<file path="src/sv/dgbs_pkg.sv">
package dgbs_pkg;

    // frame geometry and model widths
    localparam int PIXEL_COUNT = 524288;
    localparam int ADDR_W      = $clog2(PIXEL_COUNT);
    localparam int AGE_W       = 16;
    localparam logic [AGE_W-1:0] AGE_MAX = '1;

    // reciprocal 65536/age: 17 quotient bits, one bit per stage
    localparam int RECIP_W     = 17;
    localparam int REM_W       = AGE_W + 1;
    localparam int DIV_STAGES  = RECIP_W;

    // multiply and accumulate stages of the model update
    localparam int UPD_STAGES  = 5;

    // stages from RAM read to writeback (read, match, divider, update)
    localparam int LAT         = 2 + DIV_STAGES + UPD_STAGES;

    // register indexes of the configuration channel
    typedef enum logic [1:0] {
        CFG_MATCH_FACTOR = 2'd0,
        CFG_INIT_VAR     = 2'd1,
        CFG_FG_LIMIT     = 2'd2
    } cfg_idx_t;

    // which model the pixel updates
    typedef enum logic [1:0] {
        SEL_APP,
        SEL_CAND,
        SEL_NONE
    } sel_t;

    typedef struct packed {
        logic [AGE_W-1:0] age;
        logic [7:0]       var_q;
        logic [7:0]       mean;
    } model_t;

    // one RAM word: candidate in the upper half
    typedef struct packed {
        model_t cand;
        model_t app;
    } rec_t;

    // what travels with an item from the match stage to writeback
    typedef struct packed {
        rec_t       rec;
        logic [7:0] pix;
        sel_t       sel;
        model_t     mdl;
    } pay_t;

endpackage

</file>
<file path="src/sv/dgbs_recip.sv">
module dgbs_recip (
    input  logic                              aclk,
    input  logic                              aresetn,
    input  logic                              adv,
    input  logic                              in_valid,
    input  dgbs_pkg::pay_t                    in_pay,
    input  logic [dgbs_pkg::AGE_W-1:0]        in_den,
    output logic                              out_valid,
    output dgbs_pkg::pay_t                    out_pay,
    output logic [dgbs_pkg::RECIP_W-1:0]      out_recip
);

    localparam int N     = dgbs_pkg::DIV_STAGES;
    localparam int Q_W   = dgbs_pkg::RECIP_W;
    localparam int R_W   = dgbs_pkg::REM_W;
    localparam int D_W   = dgbs_pkg::AGE_W;

    logic           v_reg   [N];
    dgbs_pkg::pay_t pay_reg [N];
    logic [D_W-1:0] den_reg [N];
    logic [R_W-1:0] rem_reg [N];
    logic [Q_W-1:0] q_reg   [N];

    logic [R_W-1:0] rem_next [N];
    logic [Q_W-1:0] q_next   [N];

    // one restoring step per stage, dividend 2^16 enters at the first stage
    always_comb begin
        logic [R_W-1:0] src_rem;
        logic [Q_W-1:0] src_q;
        logic [D_W-1:0] src_den;
        logic [R_W-1:0] sh;
        logic           ge;
        for (int i = 0; i < N; i++) begin
            if (i == 0) begin
                src_rem = '0;
                src_q   = '0;
                src_den = in_den;
            end else begin
                src_rem = rem_reg[i-1];
                src_q   = q_reg[i-1];
                src_den = den_reg[i-1];
            end
            sh = {src_rem[R_W-2:0], (i == 0)};
            ge = (sh >= {1'b0, src_den});
            rem_next[i] = ge ? (sh - {1'b0, src_den}) : sh;
            q_next[i]   = {src_q[Q_W-2:0], ge};
        end
    end

    always_ff @(posedge aclk) begin
        if (!aresetn) begin
            for (int i = 0; i < N; i++) begin
                v_reg[i] <= 1'b0;
            end
        end else if (adv) begin
            v_reg[0] <= in_valid;
            for (int i = 1; i < N; i++) begin
                v_reg[i] <= v_reg[i-1];
            end
        end
    end

    always_ff @(posedge aclk) begin
        if (adv) begin
            pay_reg[0] <= in_pay;
            den_reg[0] <= in_den;
            for (int i = 1; i < N; i++) begin
                pay_reg[i] <= pay_reg[i-1];
                den_reg[i] <= den_reg[i-1];
            end
            for (int i = 0; i < N; i++) begin
                rem_reg[i] <= rem_next[i];
                q_reg[i]   <= q_next[i];
            end
        end
    end

    assign out_valid = v_reg[N-1];
    assign out_pay   = pay_reg[N-1];
    assign out_recip = q_reg[N-1];

endmodule

</file>
<file path="config.mk">
export PLATFORM = sky130hd
export DESIGN_NAME = dgbs_recip
export DESIGN_NICKNAME = d
export VERILOG_FILES = /design/src/sv/dgbs_pkg.sv /design/src/sv/dgbs_recip.sv
export SDC_FILE = /design/constraint.sdc
export NUM_CORES = 2
export LEC_CHECK = 0
export BUFFER_PORTS_ARGS = -buffer_cell sky130_fd_sc_hd__buf_2
export CORE_AREA = 5 5 483 485
export DETAILED_ROUTE_END_ITERATION = 8
export DIE_AREA = 0 0 488 490
export PLACE_DENSITY_LB_ADDON = 0.05
export SYNTH_ARGS = -nofsm -noshare
export SYNTH_HDL_FRONTEND = slang
export SYNTH_SLANG_ARGS = --single-unit
</file>
<file path="constraint.sdc">
create_clock -name aclk -period 3.4 [get_ports aclk]
set_clock_uncertainty 0.15 [all_clocks]
set_input_delay 0 -clock aclk [delete_from_list [all_inputs] [get_ports aclk]]
set_output_delay 0 -clock aclk [all_outputs]
set_load 0.02 [all_outputs]
</file>
[After elaboration in Yosys (flattened, before gate mapping)]
Memories as Yosys holds them, arrays and structs flattened.
Index checks and enable logic that the tools add are counted.
Widths: inputs -> output; s select.
Word-level totals
  logic and storage cells: 95
  output and inout port bits: 124
  memories kept: 5
  register bits: 0
  RAM bits: 2669
Operators by class
  magnitude comparators: 17
  bitwise gates (word level): 17
  muxes and demuxes: 39
  $add $sub $neg: 17
Memories
  pay_reg: depth 17, bits a word 106, read ports 17, clocked after Yosys merged registers in 0, wr ports 17, RTL line dgbs_recip.sv:19  | dgbs_pkg::pay_t pay_reg [N];
  q_reg: depth 17, bits a word 17, read ports 17, clocked after Yosys merged registers in 0, wr ports 17, RTL line dgbs_recip.sv:22  | logic [Q_W-1:0] q_reg [N];
  rem_reg: depth 17, bits a word 17, read ports 16, clocked after Yosys merged registers in 0, wr ports 17, RTL line dgbs_recip.sv:21  | logic [R_W-1:0] rem_reg [N];
  den_reg: depth 17, bits a word 16, read ports 16, clocked after Yosys merged registers in 0, wr ports 17, RTL line dgbs_recip.sv:20  | logic [D_W-1:0] den_reg [N];
  v_reg: depth 17, bits a word 1, read ports 17, clocked after Yosys merged registers in 0, wr ports 17, RTL line dgbs_recip.sv:18  | logic v_reg [N];
Operator list (number)
  $mux 17: 17
  $ge 17x16->1: 16
  $sub 17x16->17: 16
  $mux 1: 22
  $or 1x1->1: 17
  $sub 1x16->17 const A: 1
  $ge 1x16->1 const A: 1

[Longest topological paths before layout]
  word-level depth: 4
  mapped depth: 12
  depth with buffers taken out: 11

[Worst setup path before layout]
Ideal clock, no wire load.
  path kind: reg2reg
  start point: mem den_reg[0][1] (netlist bit)
  end point: mem rem_reg[0][27] (netlist bit), data pin
  data required time: 2990 ps
  setup slack: 530 ps
  buffers on the path: 1
  arrival time: 2461 ps
  period minus slack after synthesis: 2870 ps
  cell stages (with the launch flop): 12
  path through: edfxtp_1 inv_1 ha_1 nor2b_1 o31a_1 o21bai_1 a31oi_1 o21a_1 o21a_1 nor2_2 buf_4 mux2_2
RTL lines (RTL line)
  start: declaration: dgbs_recip.sv:20
  end: declaration: dgbs_recip.sv:21

==> results.py <==
metrics = {
    "status": {
        "status": "complete, no violations",
    },
    "yosys": {
        "synth_top_area_share_pct": 82.2,
        "yosysWarnings": 0,
        "synth_most_common_cell": "edfxtp_1",
        "synth-edff-count": 2484,
        "yosysSeqAreaShare_pct": 82.2,
        "synth_common_cells": "edfxtp_1 (2484), inv_1 (310), ha_1 (256), a21oi_1 (172), nor2_1 (152)",
        "syn_avg_cell_area_um2": 19.0,
        "syn_area_um2": 90700,
        "synth-async-reset-ratio_pct": 0,
        "synth_area_leaders": "edfxtp_1 (82%), ha_1 (3.5%), inv_1 (1.3%), mux2_2 (1.0%), xnor2_1 (1.0%)",
        "synth_area_leader_cell": "edfxtp_1",
        "yosys_most_used_dff": "edfxtp_1",
        "yosysUniqueCellTypes": 91,
        "synth_cells": 4783,
        "ys_ff_latch": 2484,
    },
    "worst_setup_path": {
        "cp_common_cell": "nor3_2",
        "crit_slowest_cell": "o21ai_4",
        "cpPeakStageDelay_ns": 0.51,
        "crit_fanout": 17,
        "critical_path_class": "register to register",
        "crit_arrival_ns": 3.63,
        "crit_path_end_kind": "register",
        "path_cells": "ha_1 > and3_1 > nor3b_1 > o31a_1 > nor3_2 > o21bai_1 > nor3_2 > o21ai_4 > mux2_2",
        "startpoint_type": "register",
        "cp_num_buf_inv": 0,
        "crit_family": "compound AO/OA/AOI/OAI gates",
        "cp.required_ns": 3.81,
    },
    "global_route": {
        "grt_pass1_wl_um": 217000,
        "grt_use_total_pct": 11.1,
        "antenna_found_initial": 2,
        "met1_usage_pct": 13.2,
        "overflow": 0,
        "grt_pass1_vias": 42043,
        "grt_use_met3_pct": 2.34,
        "grt_max_degree": 105,
        "top_usage_layer": "met2",
        "use_met2_pct": 19.0,
    },
    "sta": {
        "maxSlewHeadroom_pct": 45.6,
        "hold_viol_final": 0,
        "rsz0062_at_grt": "false",
        "slew_violations": 0,
        "fmax_ghz": 0.311,
        "finalSetupViolCount": 0,
        "worstMarginPinSlew_ns": 0.816,
        "post-route-period-util_pct": 94.6,
        "period_needed_ns": 3.22,
        "holdWs_ns": 0.0996,
    },
    "power_and_ir_drop": {
        "p_leak_nw": 39.1,
        "p_per_area_nw_per_um2": 781,
        "netSwitchingFraction_pct": 25.3,
        "vdd_drop_max_uv": 393,
        "power_mw": 83.7,
        "intPower_mw": 62.6,
        "combinationalPowerShare_pct": 19.1,
        "p_switching_mw": 21.2,
        "pwr-share-clk_pct": 33.8,
        "pwr-share-seq_pct": 47.1,
    },
    "clocking": {
        "cts-root-buf": "clkbuf_16",
        "clkSinkCount": 2484,
        "clk_pin_slew_ns": 0.05,
        "h-tree-depth": 5,
        "cts_buffers": 288,
        "clkLatencyLatePin_ns": 0.88,
        "cts_tree": "built",
        "clockBufferDepth": 4,
    },
    "floorplanning": {
        "fp.dieW_um": 488,
        "fp.dieH_um": 490,
        "dieArea_um2": 239000,
        "start_util_pct": 39.7,
        "rows": 176,
        "core_um2": 229000,
        "ioPinCount": 250,
    },
    "placement": {
        "hpwl_um": 81700,
        "io_buffers": 249,
        "gp_congestion": 0.869,
    },
    "drt": {
        "wire_per_inst_um": 15.3,
        "drtIter0Drc": 2313,
        "vias": 40363,
        "vias_per_cell": 4.60,
        "post-route-drc-count": 0,
        "postRouteAntennaNets": 0,
        "first_pass_iters": 5,
        "routed_wl_um": 134000,
    },
    "layout": {
        "drive_gt1_share_pct": 15.5,
        "nFillCells": 19256,
        "ff_latch_area_um2": 74600,
        "multi_input_area_um2": 14000,
        "largest_register_ffs": 1802,
        "nNetsFinal": 5945,
        "area_growth_pct": 18.2,
    },
    "min_path": {
        "hold_path_class": "input pin to register",
    },
    "job": {
        "maxCapViolations": 0,
    },
}
==> worst min-delay path, delay by kind of cell <==
family,cells,cell delay (ns)
buf+inv,3,0.82
compound gates,1,0.10
==> layout by cell type (no fill, tap or decap), types with 20 or more instances in the layout <==
master	n
nand2b_1	33
and3_1	30
o21ai_0	135
a211oi_1	24
nor2_1	152
clkbuf_1	58
xor2_1	68
a21oi_1	171
edfxtp_1	2484
xnor2_1	106
clkinv_1	63
nand3_1	33
mux2_1	31
buf_4	82
o21a_1	56
nor2b_1	46
mux2_2	83
inv_1	310
nand2_1	143
buf_12	35
dlygate4sd3_1	250
clkinv_2	42
a21o_1	62
clkbuf_16	292
nor3_1	51
a31oi_1	20
buf_2	248
nand4_1	27
ha_1	256
==> through the flow <==
stage	setup WS [ns]	instances	setup TNS [ns]	area, um2	util, %
global route	0.0113	8773	0	107000	46.9
finish	0.183	8774	0	107000	46.9
CTS	0.126	8772	0	107000	46.9
floorplan	0.530	4789	0	90700	-
detailed placement	-0.00469	8034	-0.00469	96100	42.0
global placement	0.0620	8034	0	96100	42.0
==> what timing repair did <==
item / in CTS / in global routing
hold buffers: 250 / 0
endpoints found under the hold margin: 2072 / 0
endpoints found under the setup margin: 2 / 8
resized for setup: 1 / 3
buffers inserted: 0 / 0
==> final timing paths <==
| kind | startpoint | to | slack (ns) | cells past startpoint |
|---|---|---|---|---|
| worst max-delay path | rem_reg[0][124] | rem_reg[0][138] | 0.18 | 9 |
| worst min-delay path | in_den[1] | rem_reg[0][6] | 0.1 | 4 |
| worst max register to register | rem_reg[0][124] | rem_reg[0][138] | 0.18 | 9 |
| worst min register to register | q_reg[0][177] | q_reg[0][195] | 0.20 | 0 |
==> metal layers <==
| layer | share of wire, % | wire length, um | vias up |
|---|---|---|---|
| met3 | 3.7 | 4980 | 418 |
| met4 | 4.9 | 6520 | 0 |
| met1 | 42 | 56300 | 19522 |
| met2 | 49 | 66400 | 617 |
| met5 | 0 | 0 | - |
| li1 | - | - | 19806 |
==> cell families after synthesis <==
logic type,after synthesis,share of synthesized area (%)
AND/OR/NAND/NOR,611,3.39
AO/OA/AOI/OAI,643,4.70
multiplexers,138,1.72
other,1,0.00413
adder cells (fa/ha/maj),271,3.86
buffers and inverters,461,2.42
XOR/XNOR,174,1.68
flip-flops,2484,82.2
==> power groups by stage <==
stage | Sequential, mW | Clock, mW | Combinational [mW]
final | 39.4 | 28.3 | 16.0
after CTS | 39.5 | 29.6 | 16.2
after detailed placement | 40.1 | 0 | 15.8
after global routing | 39.8 | 30.8 | 17.9
after global placement | 40.0 | 0 | 15.6
after floorplan | 39.5 | 0 | 11.9
==> layout make-up <==
cell class                      count  area share, %
Clock buffer                      350           7.01
Antenna cell                        2        0.00467
Inverter                          315           1.10
Clock inverter                    138           1.06
Sequential cell                  2484           69.5
Multi-Input combinational cell   1844           13.0
Tap cell                         3026           3.53
Timing Repair Buffer              615           4.72
Power figures use the tool's default switching activity.
