### config.mk
export PLATFORM = sky130hd
export DESIGN_NAME = dgbs_update
export DESIGN_NICKNAME = d
export VERILOG_FILES = /design/src/sv/dgbs_pkg.sv /design/src/sv/dgbs_update.sv
export SDC_FILE = /design/constraint.sdc
export NUM_CORES = 2
export LEC_CHECK = 0
export BUFFER_PORTS_ARGS = -buffer_cell sky130_fd_sc_hd__clkbuf_2
export CORE_ASPECT_RATIO = 1.25
export CORE_MARGIN = 2
export CORE_UTILIZATION = 40
export DETAILED_ROUTE_END_ITERATION = 10
export HOLD_SLACK_MARGIN = 0.1
export SLEW_MARGIN = 30
export SYNTH_ARGS = -nofsm -noshare
export SYNTH_HDL_FRONTEND = slang
export SYNTH_SLANG_ARGS = --single-unit
### constraint.sdc
create_clock -name aclk -period 6.85 [get_ports aclk]
set_input_delay 0.3425 -clock aclk [delete_from_list [all_inputs] [get_ports aclk]]
set_output_delay 0.3425 -clock aclk [all_outputs]
set_load 0.1 [all_outputs]
### src/sv/dgbs_pkg.sv
package dgbs_pkg;

    // frame geometry and model widths
    localparam int PIXEL_COUNT = 524288;
    localparam int ADDR_W      = $clog2(PIXEL_COUNT);
    localparam int AGE_W       = 16;
    localparam logic [AGE_W-1:0] AGE_MAX = '1;

    // reciprocal 65536/age: 17 quotient bits, one bit per stage
    localparam int RECIP_W     = 17;
    localparam int REM_W       = AGE_W + 1;
    localparam int DIV_STAGES  = RECIP_W;

    // multiply and accumulate stages of the model update
    localparam int UPD_STAGES  = 5;

    // stages from RAM read to writeback (read, match, divider, update)
    localparam int LAT         = 2 + DIV_STAGES + UPD_STAGES;

    // register indexes of the configuration channel
    typedef enum logic [1:0] {
        CFG_MATCH_FACTOR = 2'd0,
        CFG_INIT_VAR     = 2'd1,
        CFG_FG_LIMIT     = 2'd2
    } cfg_idx_t;

    // which model the pixel updates
    typedef enum logic [1:0] {
        SEL_APP,
        SEL_CAND,
        SEL_NONE
    } sel_t;

    typedef struct packed {
        logic [AGE_W-1:0] age;
        logic [7:0]       var_q;
        logic [7:0]       mean;
    } model_t;

    // one RAM word: candidate in the upper half
    typedef struct packed {
        model_t cand;
        model_t app;
    } rec_t;

    // what travels with an item from the match stage to writeback
    typedef struct packed {
        rec_t       rec;
        logic [7:0] pix;
        sel_t       sel;
        model_t     mdl;
    } pay_t;

endpackage

### src/sv/dgbs_update.sv
module dgbs_update (
    input  logic                              aclk,
    input  logic                              aresetn,
    input  logic                              adv,
    input  logic                              in_valid,
    input  dgbs_pkg::pay_t                    in_pay,
    input  logic [dgbs_pkg::RECIP_W-1:0]      in_recip,
    output logic                              out_valid,
    output dgbs_pkg::pay_t                    out_pay,
    output logic [7:0]                        out_mean,
    output logic [7:0]                        out_var
);

    localparam int A_W  = dgbs_pkg::RECIP_W;
    localparam int P_W  = A_W + 8;
    localparam int V_W  = 32;
    localparam int AV_W = A_W + V_W;
    localparam int S_W  = AV_W + 1;

    logic [dgbs_pkg::UPD_STAGES-1:0] v_reg;

    dgbs_pkg::pay_t   pay1_reg, pay2_reg, pay3_reg, pay4_reg, pay5_reg;
    logic [A_W-1:0]   a1_reg, a2_reg, a3_reg;
    logic [P_W-1:0]   km1_reg, ap1_reg, kv1_reg, kv2_reg, kv3_reg, kv4_reg;
    logic [P_W-1:0]   m16_2_reg, d2_reg;
    logic [7:0]       mean3_reg, mean4_reg, mean5_reg, var5_reg;
    logic [V_W-1:0]   v16_3_reg;
    logic [AV_W-1:0]  av4_reg;

    logic [A_W-1:0]   keep;
    logic [P_W-1:0]   m16_next, p16, d_next;
    logic [47:0]      dd;
    logic [S_W-1:0]   sum;

    // stage 1: weights and their products with mean, pixel and variance
    assign keep = A_W'(1 << 16) - in_recip;

    // stage 2: new mean in Q16 and its distance to the pixel
    assign m16_next = km1_reg + ap1_reg;
    assign p16      = P_W'({pay1_reg.pix, 16'h0000});
    assign d_next   = (m16_next > p16) ? (m16_next - p16) : (p16 - m16_next);

    // stage 3 squares the distance, stage 5 blends the variance
    assign dd  = 48'(d2_reg[23:0]) * 48'(d2_reg[23:0]);
    assign sum = S_W'({kv4_reg, 16'h0000}) + S_W'(av4_reg);

    always_ff @(posedge aclk) begin
        if (!aresetn) begin
            v_reg <= '0;
        end else if (adv) begin
            v_reg <= {v_reg[dgbs_pkg::UPD_STAGES-2:0], in_valid};
        end
    end

    always_ff @(posedge aclk) begin
        if (adv) begin
            pay1_reg  <= in_pay;
            a1_reg    <= in_recip;
            km1_reg   <= P_W'(keep) * P_W'(in_pay.mdl.mean);
            ap1_reg   <= P_W'(in_recip) * P_W'(in_pay.pix);
            kv1_reg   <= P_W'(keep) * P_W'(in_pay.mdl.var_q);

            pay2_reg  <= pay1_reg;
            a2_reg    <= a1_reg;
            kv2_reg   <= kv1_reg;
            m16_2_reg <= m16_next;
            d2_reg    <= d_next;

            pay3_reg  <= pay2_reg;
            a3_reg    <= a2_reg;
            kv3_reg   <= kv2_reg;
            mean3_reg <= m16_2_reg[23:16];
            v16_3_reg <= dd[47:16];

            pay4_reg  <= pay3_reg;
            kv4_reg   <= kv3_reg;
            mean4_reg <= mean3_reg;
            av4_reg   <= AV_W'(a3_reg) * AV_W'(v16_3_reg);

            pay5_reg  <= pay4_reg;
            mean5_reg <= mean4_reg;
            var5_reg  <= (sum[S_W-1:32] > (S_W-32)'(255)) ? 8'hff : sum[39:32];
        end
    end

    assign out_valid = v_reg[dgbs_pkg::UPD_STAGES-1];
    assign out_pay   = pay5_reg;
    assign out_mean  = mean5_reg;
    assign out_var   = var5_reg;

endmodule

# --- After elaboration in Yosys (flattened, before gate mapping) ---
# Cells that the tools add are included.
word_totals:
  ff_bits: 897
  wordCells: 86
  inputBits: 127
op_classes:
  n_mul: 5
  addsub: 5
  muxes: 1
  magnitude_cmp: 2
ops:
  columns: ["op", "count"]
  rows:
  - ["17-bit by 8-bit multiplier with 25-bit output", 3]
  - ["41-bit by 49-bit adder with 50-bit output", 1]
  - ["17-bit by 32-bit multiplier with 49-bit output", 1]
  - ["24-bit by 24-bit multiplier with 48-bit output", 1]
  - ["24-bit subtractor", 2]
  - ["25-bit adder", 1]
  - ["25-bit by 24-bit greater-than comparator with 1-bit output", 1]
  - ["24-bit two-way mux", 1]
  - ["18-bit by 8-bit greater-than comparator with 1-bit output, second input constant", 1]
  - ["17-bit subtractor, first input constant", 1]

# --- Depth between registers and ports, before layout ---
depth:
  ltp_word: 3
  mapped_depth: 29

# --- Least setup slack after synthesis ---
# OpenSTA, ideal clock, no wires.
synth_timing:
  kind: "reg2reg"
  startpoint: "register d2_reg[2]"
  endpoint: "register v16_3_reg[21] (data pin)"
  stages_incl_launch_ff: 27
  t_required_ns: 6.592
  arrival_time_ns: 6.782
  setup_time_ns: 0.258
  period_less_slack_ns: 7.040
  n_path_buf: 2
  slack_ns: -0.190
  cell_sequence: "edfxtp_1 > clkbuf_1 > clkbuf_1 > nand2_1 > fa_1 > inv_1 > fa_1 > inv_1 > fa_1 > inv_1 > fa_1 > inv_1 > fa_1 > inv_1 > fa_1 > inv_1 > fa_1 > inv_1 > ha_1 > o21ai_0 > a21boi_0 > nand4b_1 > a2111oi_0 > and3b_1 > o31ai_1 > a21oi_1 > xnor2_1"
synth_via:
  elab_chain_len: 1
synth_rtl:
  columns: ["element", "line_no", "rtl"]
  rows:
  - ["start, declared", "dgbs_update.sv:25", "logic [P_W-1:0] m16_2_reg, d2_reg;"]
  - ["start signal, assigned", "dgbs_update.sv:67", "d2_reg <= d_next;"]
  - ["24-bit by 24-bit multiplier with 48-bit output", "dgbs_update.sv:44", "assign dd = 48'(d2_reg[23:0]) * 48'(d2_reg[23:0]);"]
  - ["net dd[37]", "dgbs_update.sv:32", "logic [47:0] dd;"]
  - ["end signal, assigned", "dgbs_update.sv:73", "v16_3_reg <= dd[47:16];"]
  - ["end, declared", "dgbs_update.sv:27", "logic [V_W-1:0] v16_3_reg;"]
# The timed path passes the listed nets, and every way through them passes these cells.
# A chain may end at the register's enable or synchronous reset.

==> flow_metrics.tcl <==
set metrics [dict create \
    setup_tns_ns -0.0548 \
    drive_gt1_frac 0.151 \
    clk_latency_ns 0.72 \
    hp-class "in2reg" \
    setup_ws_ns -0.0454 \
    viasPerCell 4.82 \
    violations "setup timing" \
    synthesis.instances 6349 \
    overflow 0 \
    die_w_um 387 \
    min_period_over_period 1.01 \
    holdPathEnd "pay1_reg[8]" \
    timing.slew.headroom 0.430 \
    yosys.area_share.simple 0.107 \
    numCtsBuffers 91 \
    yosys-top-cells-count "inv_1 (1383), fa_1 (1141), edfxtp_1 (860)" \
    htreeDepth 3 \
    numPortBuffers 249 \
    vias 46100 \
    synthTopCellsByArea "edfxtp_1 (35%), fa_1 (31%), ha_1 (8.4%), inv_1 (7.1%), and2_1 (4.2%)" \
    ioPinCount 250 \
    row_count 175 \
    drc_errors 0 \
    grt_max_degree 187 \
    cp_data_required_time_ns 7.29 \
    end_kind "flop" \
    cp.arrival_ns 7.34 \
    slew_violations 0 \
    yosys.area_share.xor_xnor 0.0231 \
    yosysMostFrequentCell "inv_1" \
    synth_top_family_by_area "adder cells" \
    crit-reg2reg-launch "m16_2_reg[0]" \
    yosysTopAreaCellShare 0.352 \
    antenna_found_initial 6 \
    ant_nets 0 \
    drv_cap 0 \
    fillers 16600 \
    grt_pass1_vias 50700 \
    synth_compound_area_frac 0.0371 \
    crit_path_start_kind "flop" \
    cts_tree "yes" \
    setup_violations 2 \
    crit_start "m16_2_reg[0]" \
    path_clk_slew_ns 0.06 \
    syn_area_um2 73400 \
    yosysWarningCount 0 \
    area_growth_pct 17.0 \
    synthFlopType "edfxtp_1" \
    die-area_um2 187000 \
    dpl_worst_slack_ns -0.529 \
    drt_iter0_markers 2382 \
    synth_area_per_cell_um2 11.6 \
    coreArea_um2 182000 \
    die_y_um 483 \
    initial_utilization 0.403 \
    grt_usage 0.185 \
    fin_skew_ns 0.0503 \
    synthMuxAreaShare 0.00210 \
    synth_fp_nets 8112 \
    final_nets 8856 \
    clock_path_buffers 3 \
    seq_area_frac_synth 0.353 \
    fmax_mhz 145 \
    crit_type "reg2reg" \
    synth_edf_count 860 \
    hold_path_depth 1 \
    clock_sinks 865 \
    crit_fanout 4 \
    worst_pin_slew_ns 0.849 \
    rr_worst_depth 26 \
    gp_congestion 0.891 \
    period_needed_ns 6.90 \
    synthAdderAreaFrac 0.396 \
    hold_viol 0 \
    r2r_end "v16_3_reg[27]" \
    clock_tree.root_cell "clkbuf_16" \
    worstHoldStart "in_pay[8]" \
    yosysTopAreaCell "edfxtp_1" \
    status "complete, but fails checks" \
    wire_per_inst_um 17.8 \
    dpl.hpwl_mm 133 \
    firstDrtPassIters 7 \
    synth_cell_types 75 \
    diodes 0 \
    async_reset_ff_frac 0 \
    r2r_slack_ns -0.05 \
    rsz0062_at_grt "yes" \
    drt_wl_total_mm 170 \
    grt_pass1_wl_mm 273 \
    yosys_register_bits 865 \
]
==> per-layer routing <==
layer / global-route usage / vias up / wire (um)
li1: - / 21200 / -
met4: 0.0755 / 6 / 7290
met2: 0.334 / 1010 / 87400
met1: 0.226 / 23500 / 68300
met3: 0.0211 / 390 / 6660
met5: 0 / - / 35
==> placed cells by master (no fill, tap or decap), types with 16 or more instances in the layout <==
cell           netlist  layout
clkinv_2             0      23
buf_4                3     438
nor2_1             120     114
a21o_1              64      64
nor2b_1             37      37
clkbuf_2             0     248
clkbuf_16            0      91
xnor2_1            129     129
edfxtp_1           860     860
inv_1             1383    1352
buf_6                3      38
o21ai_0             73      65
nand2_1            812     797
nand2b_1            18      18
xor2_1              61      61
nor3_1              37      37
inv_2                0      31
ha_1               495     478
buf_12               0      24
fa_1              1141    1121
o21a_1              27      25
clkinv_1             0      18
a21oi_2              2      19
dlygate4sd3_1        0     106
and2_1             495     478
a21oi_1            133     116
and2_4               0      16
fa_2                 0      20
nand3_1             34      31
==> worst max path at each step <==
stage	slack (ns)	cells after the start	endpoint
final	-0.05	26	v16_3_reg[27]
after floorplan	0.001	27	v16_3_reg[29]
after CTS	-0.07	26	v16_3_reg[27]
after detailed placement	-0.53	24	v16_3_reg[29]
after global placement	-0.45	28	v16_3_reg[27]
after global routing	-0.26	28	v16_3_reg[27]
==> stage by stage <==
stage,util,hold slack (ns),cells,instance area (um^2)
6_report,0.471,0.189,9558,85900
4_1_cts,0.467,0.102,9520,85100
5_1_grt,0.471,0.161,9558,85900
3_5_place_dp,0.441,0.405,9215,80300
3_3_place_gp,0.441,0.400,9215,80300
2_1_floorplan,-,0.400,6349,73400
==> critical path, cell delays in order, from the launching register on <==
cell	delay (ns)
edfxtp_1	0.48
buf_6	0.18
buf_4	0.14
and2_4	0.16
fa_1	0.50
inv_1	0.06
fa_1	0.53
inv_1	0.05
fa_1	0.50
ha_4	0.30
ha_4	0.19
fa_1	0.55
fa_1	0.46
ha_4	0.27
a21oi_2	0.13
nand2_1	0.08
buf_4	0.14
o21a_4	0.20
a2111oi_4	0.41
nand4b_1	0.28
a21oi_2	0.11
o211ai_2	0.16
buf_6	0.15
a2111oi_4	0.08
or2_1	0.25
buf_4	0.14
xor2_1	0.13
==> what timing repair did <==
item / 4_1_cts / 5_1_grt
setup endpoints to repair: 27 / 44
setup buffers: 34 / 39
hold endpoints to repair: 109 / 0
gates cloned: 1 / 0
gates resized for setup: 111 / 130
hold buffers: 106 / 0
pin swaps: 59 / 54
==> area by class of cell <==
type | count | area, um^2 | share of cell area
clock buffers | 98 | 2300 | 0.0268
clock inverters | 71 | 747 | 0.00870
flip-flops and latches | 865 | 25900 | 0.302
multi-input cells | 3892 | 42100 | 0.490
repair buffers | 860 | 6600 | 0.0769
inverters | 1383 | 5190 | 0.0605
well taps | 2389 | 2990 | 0.0348
==> logic make-up after synthesis <==
kind of cell | after synthesis
AND/OR/NAND/NOR | 1631
buffers and inverters | 1592
multiplexers | 15
flip-flops | 865
AO/OA/AOI/OAI | 419
XOR/XNOR | 191
adder cells (fa/ha/maj) | 1636
Power is not shown: default switching activity piles up to over one toggle a cycle in this logic, so the estimate is an artifact.
